`src/hdl/ps2mt_pkg.sv`:
```
package ps2mt_pkg;

  localparam int COORD_BITS_DEF = 12;
  localparam int OUT_BITS       = 12;
  localparam int CFG_BITS       = 13;
  localparam int CFG_IDX_BITS   = 2;

  localparam logic [CFG_IDX_BITS-1:0] CFG_SCREEN_WIDTH  = 2'd0;
  localparam logic [CFG_IDX_BITS-1:0] CFG_SCREEN_HEIGHT = 2'd1;

  localparam logic [CFG_BITS-1:0] SCREEN_WIDTH_RESET  = 13'd1024;
  localparam logic [CFG_BITS-1:0] SCREEN_HEIGHT_RESET = 13'd768;

  localparam int POS_X_RESET = 5;
  localparam int POS_Y_RESET = 2;

  // status byte bit positions
  localparam int ST_LEFT   = 0;
  localparam int ST_RIGHT  = 1;
  localparam int ST_MIDDLE = 2;
  localparam int ST_MARKER = 3;
  localparam int ST_X_SIGN = 4;
  localparam int ST_Y_SIGN = 5;
  localparam int ST_X_OVF  = 6;
  localparam int ST_Y_OVF  = 7;

  typedef struct packed {
    logic [7:0] status;
    logic [7:0] dx;
    logic [7:0] dy;
  } packet_t;

  typedef struct packed {
    logic [OUT_BITS-1:0] x;
    logic [OUT_BITS-1:0] y;
    logic                left;
    logic                right;
    logic                middle;
    logic                x_ovf;
    logic                y_ovf;
    logic                marker;
  } result_t;

endpackage

```
`src/hdl/ps2_mouse_packet_tracker.sv`:
```
// Groups PS/2 mouse bytes into three-byte packets (status, X delta, Y delta)
// and tracks a cursor clamped to screen_width-1 and screen_height-1, Y
// growing downward. One byte is taken per cycle when not stalled; the third
// byte of a packet updates the position in the same cycle and loads the output
// register, so its result is offered on the next cycle. The first two bytes
// give no result. The byte channel stalls only while the output register
// holds a result that is itself stalled. Configuration writes are always ready.
module ps2_mouse_packet_tracker #(
  parameter int COORD_BITS = ps2mt_pkg::COORD_BITS_DEF
) (
  input  logic                                clk,
  input  logic                                rst,
  input  logic                                byte_valid,
  output logic                                byte_stall,
  input  logic [7:0]                          data_byte,
  output logic                                result_valid,
  input  logic                                result_stall,
  output logic [ps2mt_pkg::OUT_BITS-1:0]      cursor_x,
  output logic [ps2mt_pkg::OUT_BITS-1:0]      cursor_y,
  output logic                                left_pressed,
  output logic                                right_pressed,
  output logic                                middle_pressed,
  output logic                                x_overflowed,
  output logic                                y_overflowed,
  output logic                                marker_bit,
  input  logic                                cfg_valid,
  output logic                                cfg_ready,
  input  logic [ps2mt_pkg::CFG_IDX_BITS-1:0]  cfg_index,
  input  logic [ps2mt_pkg::CFG_BITS-1:0]      cfg_data
);
  import ps2mt_pkg::*;

  logic [CFG_BITS-1:0] screen_width;
  logic [CFG_BITS-1:0] screen_height;
  logic                byte_accept;
  logic                pkt_valid;
  packet_t             pkt;
  result_t             result;

  assign cfg_ready   = 1'b1;
  assign byte_stall  = result_valid && result_stall;
  assign byte_accept = byte_valid && !byte_stall;

  always_ff @(posedge clk) begin
    if (rst) begin
      screen_width  <= SCREEN_WIDTH_RESET;
      screen_height <= SCREEN_HEIGHT_RESET;
    end else if (cfg_valid && cfg_ready) begin
      case (cfg_index)
        CFG_SCREEN_WIDTH:  screen_width  <= cfg_data;
        CFG_SCREEN_HEIGHT: screen_height <= cfg_data;
        default: ;
      endcase
    end
  end

  ps2mt_packet_asm u_asm (
    .clk       (clk),
    .rst       (rst),
    .accept    (byte_accept),
    .data_byte (data_byte),
    .pkt_valid (pkt_valid),
    .pkt       (pkt)
  );

  ps2mt_cursor_upd #(
    .CB (COORD_BITS)
  ) u_upd (
    .clk           (clk),
    .rst           (rst),
    .pkt_valid     (pkt_valid),
    .pkt           (pkt),
    .screen_width  (screen_width),
    .screen_height (screen_height),
    .result_stall  (result_stall),
    .result_valid  (result_valid),
    .result        (result)
  );

  assign cursor_x       = result.x;
  assign cursor_y       = result.y;
  assign left_pressed   = result.left;
  assign right_pressed  = result.right;
  assign middle_pressed = result.middle;
  assign x_overflowed   = result.x_ovf;
  assign y_overflowed   = result.y_ovf;
  assign marker_bit     = result.marker;

`ifndef ASSERT_OFF
  a_full_blocks_input: assert property (@(posedge clk) disable iff (rst)
    result_valid && result_stall |-> byte_stall)
    else $error("byte accepted while a stalled result is pending");

  a_idle_after_reset: assert property (@(posedge clk)
    $past(rst) |-> !result_valid)
    else $error("result valid right after reset");

  a_result_from_byte: assert property (@(posedge clk) disable iff (rst)
    $rose(result_valid) |-> $past(byte_valid && !byte_stall))
    else $error("result appeared without an accepted byte");
`endif

endmodule

```
`src/hdl/ps2mt_packet_asm.sv`:
```
module ps2mt_packet_asm (
  input  logic               clk,
  input  logic               rst,
  input  logic               accept,
  input  logic [7:0]         data_byte,
  output logic               pkt_valid,
  output ps2mt_pkg::packet_t pkt
);
  import ps2mt_pkg::*;

  localparam logic [1:0] PH_STATUS = 2'd0;
  localparam logic [1:0] PH_DX     = 2'd1;
  localparam logic [1:0] PH_DY     = 2'd2;

  logic [1:0] phase;
  logic [1:0] phase_next;
  logic [7:0] held_status;
  logic [7:0] held_dx;

  always_comb begin
    case (phase)
      PH_DX:   phase_next = PH_DY;
      PH_DY:   phase_next = PH_STATUS;
      default: phase_next = PH_DX;
    endcase
  end

  always_ff @(posedge clk) begin
    if (rst) begin
      phase       <= PH_STATUS;
      held_status <= '0;
      held_dx     <= '0;
    end else if (accept) begin
      phase <= phase_next;
      if (phase == PH_DX) begin
        held_dx <= data_byte;
      end else if (phase != PH_DY) begin
        held_status <= data_byte;
      end
    end
  end

  assign pkt_valid  = accept && (phase == PH_DY);
  assign pkt.status = held_status;
  assign pkt.dx     = held_dx;
  assign pkt.dy     = data_byte;

endmodule

```
`src/hdl/ps2mt_cursor_upd.sv`:
```
module ps2mt_cursor_upd #(
  parameter int CB = ps2mt_pkg::COORD_BITS_DEF
) (
  input  logic                              clk,
  input  logic                              rst,
  input  logic                              pkt_valid,
  input  ps2mt_pkg::packet_t                pkt,
  input  logic [ps2mt_pkg::CFG_BITS-1:0]    screen_width,
  input  logic [ps2mt_pkg::CFG_BITS-1:0]    screen_height,
  input  logic                              result_stall,
  output logic                              result_valid,
  output ps2mt_pkg::result_t                result
);
  import ps2mt_pkg::*;

  localparam int LW = (CB + 1 > CFG_BITS) ? CB + 1 : CFG_BITS;
  localparam int SW = CB + 2;
  localparam int EW = CB + OUT_BITS;

  function automatic logic [CB-1:0] upper_limit(input logic [CFG_BITS-1:0] size);
    logic [LW-1:0] s;
    logic [LW-1:0] cap;
    s   = LW'(size);
    cap = LW'(1) << CB;
    if (s == '0) begin
      upper_limit = '0;
    end else if (s > cap) begin
      upper_limit = CB'(cap - LW'(1));
    end else begin
      upper_limit = CB'(s - LW'(1));
    end
  endfunction

  function automatic logic [CB-1:0] clamp_move(input logic [CB-1:0] pos,
                                               input logic signed [9:0] delta,
                                               input logic [CB-1:0] hi);
    logic signed [SW-1:0] v;
    v = $signed({2'b00, pos}) + SW'(delta);
    if (v < 0) begin
      clamp_move = '0;
    end else if (v > $signed({2'b00, hi})) begin
      clamp_move = hi;
    end else begin
      clamp_move = CB'(v);
    end
  endfunction

  logic [CB-1:0]       pos_x;
  logic [CB-1:0]       pos_y;
  logic [CB-1:0]       pos_x_next;
  logic [CB-1:0]       pos_y_next;
  logic signed [9:0]   dx;
  logic signed [9:0]   neg_dy;
  logic [EW-1:0]       x_ext;
  logic [EW-1:0]       y_ext;

  assign dx     = $signed({{2{pkt.status[ST_X_SIGN]}}, pkt.dx});
  assign neg_dy = -$signed({{2{pkt.status[ST_Y_SIGN]}}, pkt.dy});

  assign pos_x_next = clamp_move(pos_x, dx, upper_limit(screen_width));
  assign pos_y_next = clamp_move(pos_y, neg_dy, upper_limit(screen_height));

  assign x_ext = EW'(pos_x_next);
  assign y_ext = EW'(pos_y_next);

  always_ff @(posedge clk) begin
    if (rst) begin
      pos_x        <= CB'(POS_X_RESET);
      pos_y        <= CB'(POS_Y_RESET);
      result_valid <= 1'b0;
    end else if (pkt_valid) begin
      pos_x        <= pos_x_next;
      pos_y        <= pos_y_next;
      result_valid <= 1'b1;
    end else if (!result_stall) begin
      result_valid <= 1'b0;
    end
  end

  always_ff @(posedge clk) begin
    if (pkt_valid) begin
      result.x      <= x_ext[OUT_BITS-1:0];
      result.y      <= y_ext[OUT_BITS-1:0];
      result.left   <= pkt.status[ST_LEFT];
      result.right  <= pkt.status[ST_RIGHT];
      result.middle <= pkt.status[ST_MIDDLE];
      result.x_ovf  <= pkt.status[ST_X_OVF];
      result.y_ovf  <= pkt.status[ST_Y_OVF];
      result.marker <= pkt.status[ST_MARKER];
    end
  end

endmodule
```
`config.mk`:
```
export PLATFORM = sky130hd
export DESIGN_NAME = ps2_mouse_packet_tracker
export DESIGN_NICKNAME = d
export VERILOG_FILES = /design/src/hdl/ps2mt_pkg.sv /design/src/hdl/ps2_mouse_packet_tracker.sv /design/src/hdl/ps2mt_packet_asm.sv /design/src/hdl/ps2mt_cursor_upd.sv
export SDC_FILE = /design/constraint.sdc
export NUM_CORES = 1
export LEC_CHECK = 0
export ABC_CLOCK_PERIOD_IN_PS = 4400
export BUFFER_PORTS_ARGS = -buffer_cell sky130_fd_sc_hd__buf_4
export CAP_MARGIN = 20
export CORE_ASPECT_RATIO = 0.9
export CORE_MARGIN = 2
export CORE_UTILIZATION = 54
export CTS_CLUSTER_SIZE = 20
export DETAILED_ROUTE_END_ITERATION = 6
export HOLD_SLACK_MARGIN = 0.15
export PLACE_DENSITY = 0.77
export REMOVE_ABC_BUFFERS = 1
export SLEW_MARGIN = 20
export SYNTH_ARGS = -nofsm -noshare
export SYNTH_HDL_FRONTEND = slang
export SYNTH_SLANG_ARGS = --single-unit
```
`constraint.sdc`:
```
create_clock -name clk -period 4.4 [get_ports clk]
set_clock_uncertainty 0.1 [all_clocks]
set_input_delay 0.44 -clock clk [delete_from_list [all_inputs] [get_ports clk]]
set_output_delay 0.44 -clock clk [all_outputs]
set_load 0.005 [all_outputs]
```
==> summary.md <==
| Metric | Value |
|---|---|
| Area contributors post-synth | `dfxtp_1 (22%), edfxtp_1 (14%), ha_1 (11%), a21oi_1 (6.5%), nand2_1 (5.5%)` |
| Most frequent cells in the layout | `buf_4 (118), nand2_1 (92), a21oi_1 (77)` |
| Warnings, synthesis | `0` |
| Drt first pass iters | `5` |
| Finished layout cell area | `just under 8000 µm²` |
| Global route overflow | `0` |
| CP Class | `reg2reg` |
| Most common cell after layout, fill and taps aside | `buf_4` |
| First-pass GRT wire length | `27,000 µm` |
| Core ar. | `~11,000 µm²` |
| Clock latency on the worst-skew pair | `between 0.3 and 0.4 ns` |
| # rows | `37` |
| Critical Path, Cell by Cell | `inv_1 > ha_1 > inv_1 > fa_1 > a21o_1 > a221oi_2 > nor2b_2 > o21ai_0 > xnor2_1 > ha_1 > nand4_1 > or3_1 > o2111ai_2 > and3_4 > buf_4 > a2bb2oi_2 > buf_4 > nand3_1 > and3b_1` |
| Required time of the critical path | `4.41 ns` |
| H-tree depth | `3` |
| Non-filler instance count after layout | `about 1,000` |
| Main combinational cell family by area after synthesis | `simple AND/OR/NAND/NOR gates` |
| Top cell type's share of synthesized area | `21.6%` |
| Final hold viol count | `0` |
| Worst min-delay path class | `in2reg` |
| Post-synth top area cell | `dfxtp_1` |
| Post-Place Cell Area | `roughly 7300 µm²` |
| Mux share of post-synthesis cell area | `less than 1%` |
| Clk sinks | `around 100` |
| Critical Path Max Stage Delay | `between 0.4 and 0.5 ns` |
| Tmin final | `between 4 and 5 ns` |
| Chip height | `107 µm` |
| Initial antenna violation count | `0` |
| Relative slew slack | `around 29%` |
| Design Power | `between 0.002 and 0.0025 W` |
| Total CTS buffers | `9` |
| Final WL | `between 15,000 and 20,000 µm` |
| Simple-Gate Fraction of Synth Area | `a little under a quarter` |
| Vias/cell | `5.93` |
| Mapped Area | `6380 µm²` |
| Mean area per synthesized cell | `around 8.4 µm²` |
| Critical Path Sink Type | `flip-flop` |
| Worst Path Arrival | `~4.4 ns` |
| Peak supply drop | `274 µV` |
| Vias in the first global route | `between 5,000 and 6,000` |
| Antenna viol nets, final | `0` |
| CTS root buffer | `clkbuf_16` |
| Max Buffers Root-to-Sink | `2` |
| Setup tns final | `0 ns` |
| EDFF count, synth | `30` |
| Synth Area in XOR/XNOR | `around 4.4%` |
| DIE WIDTH | `between 100 and 150 µm` |
| Async set-reset flop share out of synthesis | `0%` |
| CTS clk-pin slew, worst paths | `~0.07 ns` |
| Worst-margin pin slew | `approximately 1.1 ns` |
| Synth Flop Type | `dfxtp_1` |
| Adder-Cell Fraction of Synth Area | `around an eighth` |
| Synth Area in Compound Gates | `20.6%` |
| Pwr Density | `between 300 and 400 nW/µm²` |
| Cells after DPL | `988` |
| Fin crit share | `a little over nine tenths` |
| Final setup fails | `0` |
| Final Max Slew Viols | `0` |
| Kind of start point of the critical path | `flip-flop` |
| Share of layout cells above drive strength 1 | `approximately a fifth` |
| Drt drc | `0` |
| CTS tree | `done` |
| Max-Cap Viols | `0` |
| Iter 0 DRT Violations | `between 400 and 500` |
| DR vias | `roughly 6,000` |
| Critical path's top delay family | `simple AND/OR/NAND/NOR gates` |
| Synth-to-layout area growth | `22.4%` |
| Register bit total from synthesis | `between 90 and 100` |
| Register area share after synthesis | `35.8%` |
| Largest net degree at the start of global routing | `52` |
| Diodes inserted | `0` |
| Slowest cell on the critical path | `or3_1` |
| Critical-path maximum fanout | `6` |
| Number of I/O pins | `61` |
| GP Congestion | `approximately 0.9` |
| Die Footprint | `about 13,000 µm²` |
| Nets | `940` |
| Leak | `3.44 nW` |
| Status | `finished, final reports clean` |
| GRT Total Usage | `26.6%` |
| Hold-fix buffer count after cts | `0` |
| Port Buffers | `59` |
| Worst path bufs/invs | `4` |
| Synth unique cells | `62` |
| Initial core utilization | `between 50% and 60%` |
| F_max | `approximately 230 MHz` |
| Finished Core Util | `slightly below 70%` |
| Cells after Synth | `759` |
| Wire length per cell | `about 17 µm` |
| HPWL Detailed | `approximately 13,000 µm` |
worst paths after layout:
path | start | endpoint | slack, ns | cells past startpoint
setup reg to reg | u_upd.pos_y[0] | u_upd.result[6] | 0.05 | 19
setup / recovery | u_upd.pos_y[0] | u_upd.result[6] | 0.05 | 19
hold / removal | cfg_data[8] | screen_height[8] | 0.22 | 3
hold reg to reg | u_asm.held_status[7] | u_upd.result[1] | 0.34 | 0
layer usage:
metal	vias up	track usage [%]	part of all wire [%]
met2	224	42.7	46
met4	0	7.65	1.4
met1	2839	35.5	45
li1	2932	-	-
met5	-	0	0
met3	23	6.81	6.7
kinds of logic (layout without fill, tap and decap cells):
group,Yosys count,in the layout
compound gates,209,209
xor+xnor,32,32
fa+ha+maj,59,59
buf+inv,71,171
flops,99,99
mux,4,4
other cells,1,1
simple gates,284,284
synth_stat cells, types with 15 or more instances:
| master | n |
|---|---|
| nor2_1 | 60 |
| edfxtp_1 | 30 |
| inv_1 | 36 |
| dfxtp_1 | 69 |
| o21ai_0 | 39 |
| ha_1 | 56 |
| clkbuf_1 | 31 |
| a21o_1 | 15 |
| a21oi_1 | 83 |
| or3_1 | 26 |
| nand2_1 | 93 |
| xnor2_1 | 20 |
where the power goes:
part           switching (W)  internal, W  leakage, nW
combinational       0.000324     0.000257         2.46
clock               0.000340     0.000436        0.140
sequential         0.0000195     0.000972        0.838
total               0.000684      0.00166         3.44
state kept, by name, indices dropped and copies added, names as in the netlist:
signal and flops:
screen_height 13, screen_width 13, u_asm.held_dx 8, u_asm.held_status 8, u_asm.phase 2, u_upd.pos_x 12
u_upd.pos_y 12, u_upd.result 30, u_upd.result_valid 1
worst reg2reg max path, delay by kind of cell, from the launching register on:
kind            cells  cell delay [ns]
flops               1             0.31
xor+xnor            1             0.20
fa+ha+maj           3             0.86
buf+inv             4             0.42
simple gates        6             1.31
compound gates      5             0.91
area by class of cell:
| type | instances | area, µm² |
|---|---|---|
| inverters | 36 | 135 |
| clock buffers | 10 | 229 |
| well taps | 156 | 195 |
| fillers | 938 | 3670 |
| repair buffers | 119 | 897 |
| flip-flops and latches | 99 | 2280 |
| multi-input cells | 589 | 4020 |
| clock inverters | 6 | 56.3 |
metrics by stage:
step	setup slack, ns	hold WS, ns
after floorplan	-0.746	0.308
after global placement	-0.0989	0.314
after detailed placement	-0.233	0.322
after CTS	0.0483	0.205
after global routing	-0.136	0.235
final	0.0519	0.217
what timing repair did:
item,in CTS,in global routing
gates cloned,0,1
setup buffers,0,10
resized for setup,5,36
endpoints found under the setup margin,29,47
pin swaps,1,8
No activity file was read; power rests on OpenSTA's default activity.
